## config.mk

```make
export PLATFORM = sky130hd
export DESIGN_NAME = rmnh_ctrl
export DESIGN_NICKNAME = d
export VERILOG_FILES = /design/src/rmnh_pkg.sv /design/src/rmnh_ctrl.sv
export SDC_FILE = /design/constraint.sdc
export NUM_CORES = 1
export LEC_CHECK = 0
export ABC_AREA = 1
export BUFFER_PORTS_ARGS = -buffer_cell sky130_fd_sc_hd__clkbuf_2
export CELL_PAD_IN_SITES_DETAIL_PLACEMENT = 1
export CELL_PAD_IN_SITES_GLOBAL_PLACEMENT = 1
export CORE_ASPECT_RATIO = 0.7
export CORE_MARGIN = 2
export CORE_UTILIZATION = 39
export DETAILED_ROUTE_END_ITERATION = 6
export GPL_TIMING_DRIVEN = 0
export MAX_ROUTING_LAYER = met4
export PLACE_DENSITY = 0.83
export SLEW_MARGIN = 20
export SYNTH_ARGS = -nofsm -noshare
export SYNTH_HDL_FRONTEND = slang
export SYNTH_SLANG_ARGS = --single-unit
```

## constraint.sdc

```tcl
create_clock -name aclk -period 3.7 [get_ports aclk]
set_input_delay 0.185 -clock aclk [delete_from_list [all_inputs] [get_ports aclk]]
set_output_delay 0.185 -clock aclk [all_outputs]
set_load 0.01 [all_outputs]
```

## src/rmnh_pkg.sv

```systemverilog
// Shared constants, operand codes and controller/datapath interface types.
package rmnh_pkg;

    localparam int COORD_BITS_DEF = 32;
    localparam int CFG_IDX_W      = 4;
    localparam int CFG_DATA_W     = 32;
    localparam int T_BITS         = 31;
    localparam int FRAC_BITS      = 16;
    localparam int EPS_BITS       = 16;
    localparam logic [T_BITS-1:0] T_MAX = {T_BITS{1'b1}};

    // Configuration register indexes.
    localparam logic [CFG_IDX_W-1:0] REG_ORIGIN_X = 4'd0;
    localparam logic [CFG_IDX_W-1:0] REG_ORIGIN_Y = 4'd1;
    localparam logic [CFG_IDX_W-1:0] REG_ORIGIN_Z = 4'd2;
    localparam logic [CFG_IDX_W-1:0] REG_DIR_X    = 4'd3;
    localparam logic [CFG_IDX_W-1:0] REG_DIR_Y    = 4'd4;
    localparam logic [CFG_IDX_W-1:0] REG_DIR_Z    = 4'd5;
    localparam logic [CFG_IDX_W-1:0] REG_FAR      = 4'd6;
    localparam logic [CFG_IDX_W-1:0] REG_EPS      = 4'd7;

    localparam logic [1:0] COMP_X = 2'd0;
    localparam logic [1:0] COMP_Y = 2'd1;
    localparam logic [1:0] COMP_Z = 2'd2;

    // First multiplier operand: a short vector.
    typedef enum logic [1:0] {
        A_DIR = 2'd0,
        A_E1  = 2'd1,
        A_E2  = 2'd2,
        A_S   = 2'd3
    } a_grp_t;

    // Second multiplier operand: a short vector or a cross product half.
    typedef enum logic [1:0] {
        B_E1 = 2'd0,
        B_E2 = 2'd1,
        B_H  = 2'd2,
        B_Q  = 2'd3
    } b_grp_t;

    // Where a finished accumulation is written.
    typedef enum logic [2:0] {
        DST_H   = 3'd0,
        DST_Q   = 3'd1,
        DST_DET = 3'd2,
        DST_U   = 3'd3,
        DST_V   = 3'd4,
        DST_T   = 3'd5
    } dst_t;

    typedef struct packed {
        logic       load;
        logic       mul_en;
        a_grp_t     a_grp;
        logic [1:0] a_comp;
        b_grp_t     b_grp;
        logic [1:0] b_comp;
        logic       b_hi;
        logic       neg;
        logic       clr;
        logic       wr;
        dst_t       dst;
        logic [1:0] dst_comp;
        logic       check;
        logic       verify;
        logic       div_step;
        logic       update;
    } dp_cmd_t;

    typedef struct packed {
        logic go;
        logic last;
        logic out_free;
    } dp_sts_t;

    // Next component index in cyclic order x, y, z.
    function automatic logic [1:0] comp_next(input logic [1:0] c);
        logic [1:0] r;
        unique case (c)
            COMP_X:  r = COMP_Y;
            COMP_Y:  r = COMP_Z;
            default: r = COMP_X;
        endcase
        return r;
    endfunction

endpackage

```

## src/rmnh_ctrl.sv

```systemverilog
// Sequencer that steps the shared multiplier, the checks and the divider.
module rmnh_ctrl (
    input  logic              aclk,
    input  logic              aresetn,
    input  logic              s_tvalid,
    output logic              s_tready,
    input  rmnh_pkg::dp_sts_t sts,
    output rmnh_pkg::dp_cmd_t cmd
);

    typedef enum logic [7:0] {
        ST_IDLE   = 8'b0000_0001,
        ST_CROSS  = 8'b0000_0010,
        ST_DOTS   = 8'b0000_0100,
        ST_DRAIN  = 8'b0000_1000,
        ST_CHECK  = 8'b0001_0000,
        ST_VERIFY = 8'b0010_0000,
        ST_DIV    = 8'b0100_0000,
        ST_UPDATE = 8'b1000_0000
    } state_t;

    state_t     state_reg, state_next;
    logic [1:0] vec_reg, vec_next;
    logic [1:0] comp_reg, comp_next;
    logic       term_reg, term_next;
    logic [4:0] div_cnt_reg, div_cnt_next;
    logic       seq_end;

    assign s_tready = (state_reg == ST_IDLE);
    assign seq_end  = term_reg && (comp_reg == rmnh_pkg::COMP_Z);

    // Next state and command decode.
    always_comb begin
        state_next   = state_reg;
        vec_next     = vec_reg;
        comp_next    = comp_reg;
        term_next    = term_reg;
        div_cnt_next = div_cnt_reg;
        cmd          = '0;
        unique case (state_reg)
            ST_IDLE: begin
                vec_next  = 2'd0;
                comp_next = rmnh_pkg::COMP_X;
                term_next = 1'b0;
                if (s_tvalid) begin
                    cmd.load   = 1'b1;
                    state_next = ST_CROSS;
                end
            end
            ST_CROSS: begin
                cmd.mul_en   = 1'b1;
                cmd.clr      = !term_reg;
                cmd.wr       = term_reg;
                cmd.neg      = term_reg;
                cmd.dst_comp = comp_reg;
                if (!term_reg) begin
                    cmd.a_comp = rmnh_pkg::comp_next(comp_reg);
                    cmd.b_comp = rmnh_pkg::comp_next(rmnh_pkg::comp_next(comp_reg));
                end else begin
                    cmd.a_comp = rmnh_pkg::comp_next(rmnh_pkg::comp_next(comp_reg));
                    cmd.b_comp = rmnh_pkg::comp_next(comp_reg);
                end
                if (vec_reg == 2'd0) begin
                    cmd.a_grp = rmnh_pkg::A_DIR;
                    cmd.b_grp = rmnh_pkg::B_E2;
                    cmd.dst   = rmnh_pkg::DST_H;
                end else begin
                    cmd.a_grp = rmnh_pkg::A_S;
                    cmd.b_grp = rmnh_pkg::B_E1;
                    cmd.dst   = rmnh_pkg::DST_Q;
                end
                term_next = !term_reg;
                if (term_reg) comp_next = rmnh_pkg::comp_next(comp_reg);
                if (seq_end) begin
                    if (vec_reg == 2'd1) begin
                        vec_next   = 2'd0;
                        state_next = ST_DOTS;
                    end else begin
                        vec_next = vec_reg + 2'd1;
                    end
                end
            end
            ST_DOTS: begin
                cmd.mul_en = 1'b1;
                cmd.a_comp = comp_reg;
                cmd.b_comp = comp_reg;
                cmd.b_hi   = term_reg;
                cmd.clr    = !term_reg && (comp_reg == rmnh_pkg::COMP_X);
                cmd.wr     = seq_end;
                unique case (vec_reg)
                    2'd0: begin
                        cmd.a_grp = rmnh_pkg::A_E1;
                        cmd.b_grp = rmnh_pkg::B_H;
                        cmd.dst   = rmnh_pkg::DST_DET;
                    end
                    2'd1: begin
                        cmd.a_grp = rmnh_pkg::A_S;
                        cmd.b_grp = rmnh_pkg::B_H;
                        cmd.dst   = rmnh_pkg::DST_U;
                    end
                    2'd2: begin
                        cmd.a_grp = rmnh_pkg::A_DIR;
                        cmd.b_grp = rmnh_pkg::B_Q;
                        cmd.dst   = rmnh_pkg::DST_V;
                    end
                    default: begin
                        cmd.a_grp = rmnh_pkg::A_E2;
                        cmd.b_grp = rmnh_pkg::B_Q;
                        cmd.dst   = rmnh_pkg::DST_T;
                    end
                endcase
                term_next = !term_reg;
                if (term_reg) comp_next = rmnh_pkg::comp_next(comp_reg);
                if (seq_end) begin
                    vec_next = vec_reg + 2'd1;
                    if (vec_reg == 2'd3) state_next = ST_DRAIN;
                end
            end
            ST_DRAIN: begin
                state_next = ST_CHECK;
            end
            ST_CHECK: begin
                cmd.check  = 1'b1;
                state_next = ST_VERIFY;
            end
            ST_VERIFY: begin
                cmd.verify   = 1'b1;
                div_cnt_next = 5'd0;
                state_next   = ST_DIV;
            end
            ST_DIV: begin
                if (!sts.go) begin
                    state_next = ST_UPDATE;
                end else begin
                    cmd.div_step = 1'b1;
                    div_cnt_next = div_cnt_reg + 5'd1;
                    if (div_cnt_reg == 5'(rmnh_pkg::T_BITS - 1)) state_next = ST_UPDATE;
                end
            end
            ST_UPDATE: begin
                if (!sts.last || sts.out_free) begin
                    cmd.update = 1'b1;
                    state_next = ST_IDLE;
                end
            end
            default: state_next = ST_IDLE;
        endcase
    end

    // State and sequence counters.
    always_ff @(posedge aclk) begin
        if (!aresetn) begin
            state_reg   <= ST_IDLE;
            vec_reg     <= 2'd0;
            comp_reg    <= rmnh_pkg::COMP_X;
            term_reg    <= 1'b0;
            div_cnt_reg <= 5'd0;
        end else begin
            state_reg   <= state_next;
            vec_reg     <= vec_next;
            comp_reg    <= comp_next;
            term_reg    <= term_next;
            div_cnt_reg <= div_cnt_next;
        end
    end

    // A new request is only taken with the sequencer at rest.
    assert property (@(posedge aclk) disable iff (!aresetn)
        cmd.load |=> state_reg == ST_CROSS)
        else $error("load did not start the cross products");
    assert property (@(posedge aclk) disable iff (!aresetn)
        cmd.div_step |-> sts.go)
        else $error("divide step on a rejected triangle");
    assert property (@(posedge aclk) disable iff (!aresetn)
        (state_reg == ST_DRAIN) |=> state_reg == ST_CHECK)
        else $error("drain did not hand over to check");

endmodule

```

==> results.cfg <==
[sta]
tightestPinTransition_ns = 0.297
period_minus_slack_ns = 2.05
maxSlewViolCount = 0
fin_crit_sh = 0.553
tns_ns = 0
fmax_ghz = 0.489
hold_viol_final = 0
final.setup_skew_ns = 0.00659
setup_viol = 0
slew_headroom = 0.802
rsz0062_at_grt = no

[worst_setup_path]
cp.required_ns = 3.51
rr_worst_depth = 8
cp-startpoint = state_reg[2]
path_cells = nand2_1 > nor2_1 > nand2_1 > buf_4 > clkinv_2 > o21ai_0 > o21ai_0 > buf_4 > clkbuf_2
endpoint_kind = output pin
crit_buf_inv = 4
r2r-end = vec_reg[1]
timing.rr.start = state_reg[2]
cp.arrival_ns = 1.86
crit_family = buffers and inverters
critPathMaxStageDelay_ns = 0.40
crit_type = flop to output pin
cp_max_fo = 10
slowest_stage = dfxtp_1
cp-start-kind = flop
rrSetupSlack_ns = 2.11

[layout]
area_growth_pct = 18.2
stdcell_area_um2 = 1490
fin_nets = 244
largest_reg_flops = 8
nFillCells = 444
n_antenna_cell = 0
drive_gt1_frac = 0.226
layout_common_cells = 37 x nor2_1, 30 x nand2_1, 28 x clkbuf_2
mostFrequentLayoutCell = nor2_1

[clock_network]
clk_latency_ns = 0.26
cts_tree = built
clk_pin_slew_worst_paths_ns = 0.07
postCtsResizedCells = 0
post_cts_buffers = 0
postCtsHoldBufs = 0
cts.sinks = 18
cts_buffers = 3
clockBufferDepth = 2
clock-root-buffer = clkbuf_8
h-tree-depth = 1

[power]
leakage_uw = 0.000696
ir_drop_mv = 0.178
powerDensity_nw_per_um2 = 495

[floorplan]
die_area_um2 = 3710
dieWidth_um = 72.0
start_util = 0.403
fp.coreArea_um2 = 3130
num_rows = 17
ios = 30
dieHeight_um = 51.6

[worst_hold_path]
worstHoldPathCells = 3
hp-class = primary input to flop
min_from = aresetn
worstHoldEndpoint = state_reg[7]

[routing]
drtIter0Drc = 60
wl_per_cell_um = 12.8
drtAntennaViolNets = 0
vias = 1384
first_pass_iters = 4
drc = 0
wl_um = 3440
vias_per_cell = 5.16

[outcome]
outcome = completed

[place]
hpwl_um = 2830
gp_congestion = 0.815
dpl_cell_area_um2 = 1450
io_buffers = 28

[synthesis]
ys_ff_latch = 18
ys_types = 28
netlist_area_um2 = 1260
netlist_instances = 199
synth_seq_area_share = 0.286
syn_area_per_cell_um2 = 6.34
syn-num-nets = 211
ys.warnings.count = 0

[global_routing]
grt_pass1_wl_um = 5550
gr-total-overflow = 0
antenna_found_initial = 0
grt_pass1_vias = 1195
grtUsageTotal = 0.197
grt_max_degree = 11

[run]
max-cap-violations = 0
## cells in the mapped netlist
cell type  number  share of area
a21oi_1        11          0.044
a22o_1          1         0.0069
buf_2           3          0.012
buf_4           2          0.012
clkinv_1        1         0.0030
clkinv_2        1         0.0040
dfxtp_1        18           0.29
ha_1            6          0.060
inv_1          25          0.074
inv_2           3         0.0089
inv_4           1         0.0050
nand2_1        30          0.089
nand2_2         3          0.015
nand3_1        24          0.095
nand4_1         2         0.0099
nor2_1         37           0.11
nor2_2          5          0.025
nor2_4          2          0.018
nor2_8          1          0.016
nor3_1          2         0.0079
nor4_1          1         0.0050
o21ai_0         9          0.036
o21ai_1         2         0.0079
o22ai_1         5          0.025
o32ai_1         1         0.0069
or2_0           1         0.0050
xnor2_1         1         0.0069
xor2_1          1         0.0069
## tightest hold or removal path, delay by kind of cell
kind          cells  cell delay, ns
simple gates      2            0.11
buf+inv           1            0.17
## report_power, final
group	switching [uW]	leakage [uW]	total, uW	internal, uW
Sequential	22.9	0.000146	241	218
Combinational	243	0.000529	361	118
Clock	64.1	0.0000216	137	72.4
Total	330	0.000696	738	408
## cell type report
cell class	count	area [um^2]	share of cell area
plain buffers	5	30.0	0.0202
multi-input cells	145	751	0.504
inverters	31	120	0.0806
clock buffers	3	41.3	0.0277
flip-flops and latches	18	360	0.242
repair buffers	28	140	0.0940
well taps	38	47.5	0.0319
## per-layer routing
layer / track usage / up-vias / part of all wire
met5: - / - / 0
met4: 0.0472 / 0 / 0.010
met3: 0.0407 / 5 / 0.035
met2: 0.279 / 23 / 0.43
met1: 0.287 / 653 / 0.53
li1: - / 703 / -
## cells by family (layout without fill, tap and decap cells)
group / after synthesis / in the layout / synth area share
AOI/OAI and AO/OA: 29 / 29 / 0.126
xor gates and xnor gates: 2 / 2 / 0.0139
adders and majority gates: 6 / 6 / 0.0595
buffers and inverters: 36 / 67 / 0.119
DFF: 18 / 18 / 0.286
and+or+nand+nor: 108 / 108 / 0.396
## worst max-delay path by stage
stage | cells past startpoint | end | slack, ns
4_1_cts | 9 | cmd[20] | 1.68
2_1_floorplan | 7 | cmd[20] | 2.06
3_3_place_gp | 9 | cmd[20] | 1.98
3_5_place_dp | 9 | cmd[20] | 1.96
6_report | 9 | cmd[20] | 1.65
5_1_grt | 9 | cmd[20] | 1.54
## per-stage QoR
step / total power, uW / hold slack, ns / utilization / cells / setup WS (ns)
floorplan: 502 / 0.434 / - / 199 / 2.06
global placement: 592 / 0.472 / 0.463 / 265 / 1.98
detailed placement: 605 / 0.469 / 0.463 / 265 / 1.96
CTS: 743 / 0.249 / 0.477 / 268 / 1.68
global route: 803 / 0.246 / 0.477 / 268 / 1.54
finish: 738 / 0.252 / 0.477 / 268 / 1.65
(Power assumes the default switching activity.)
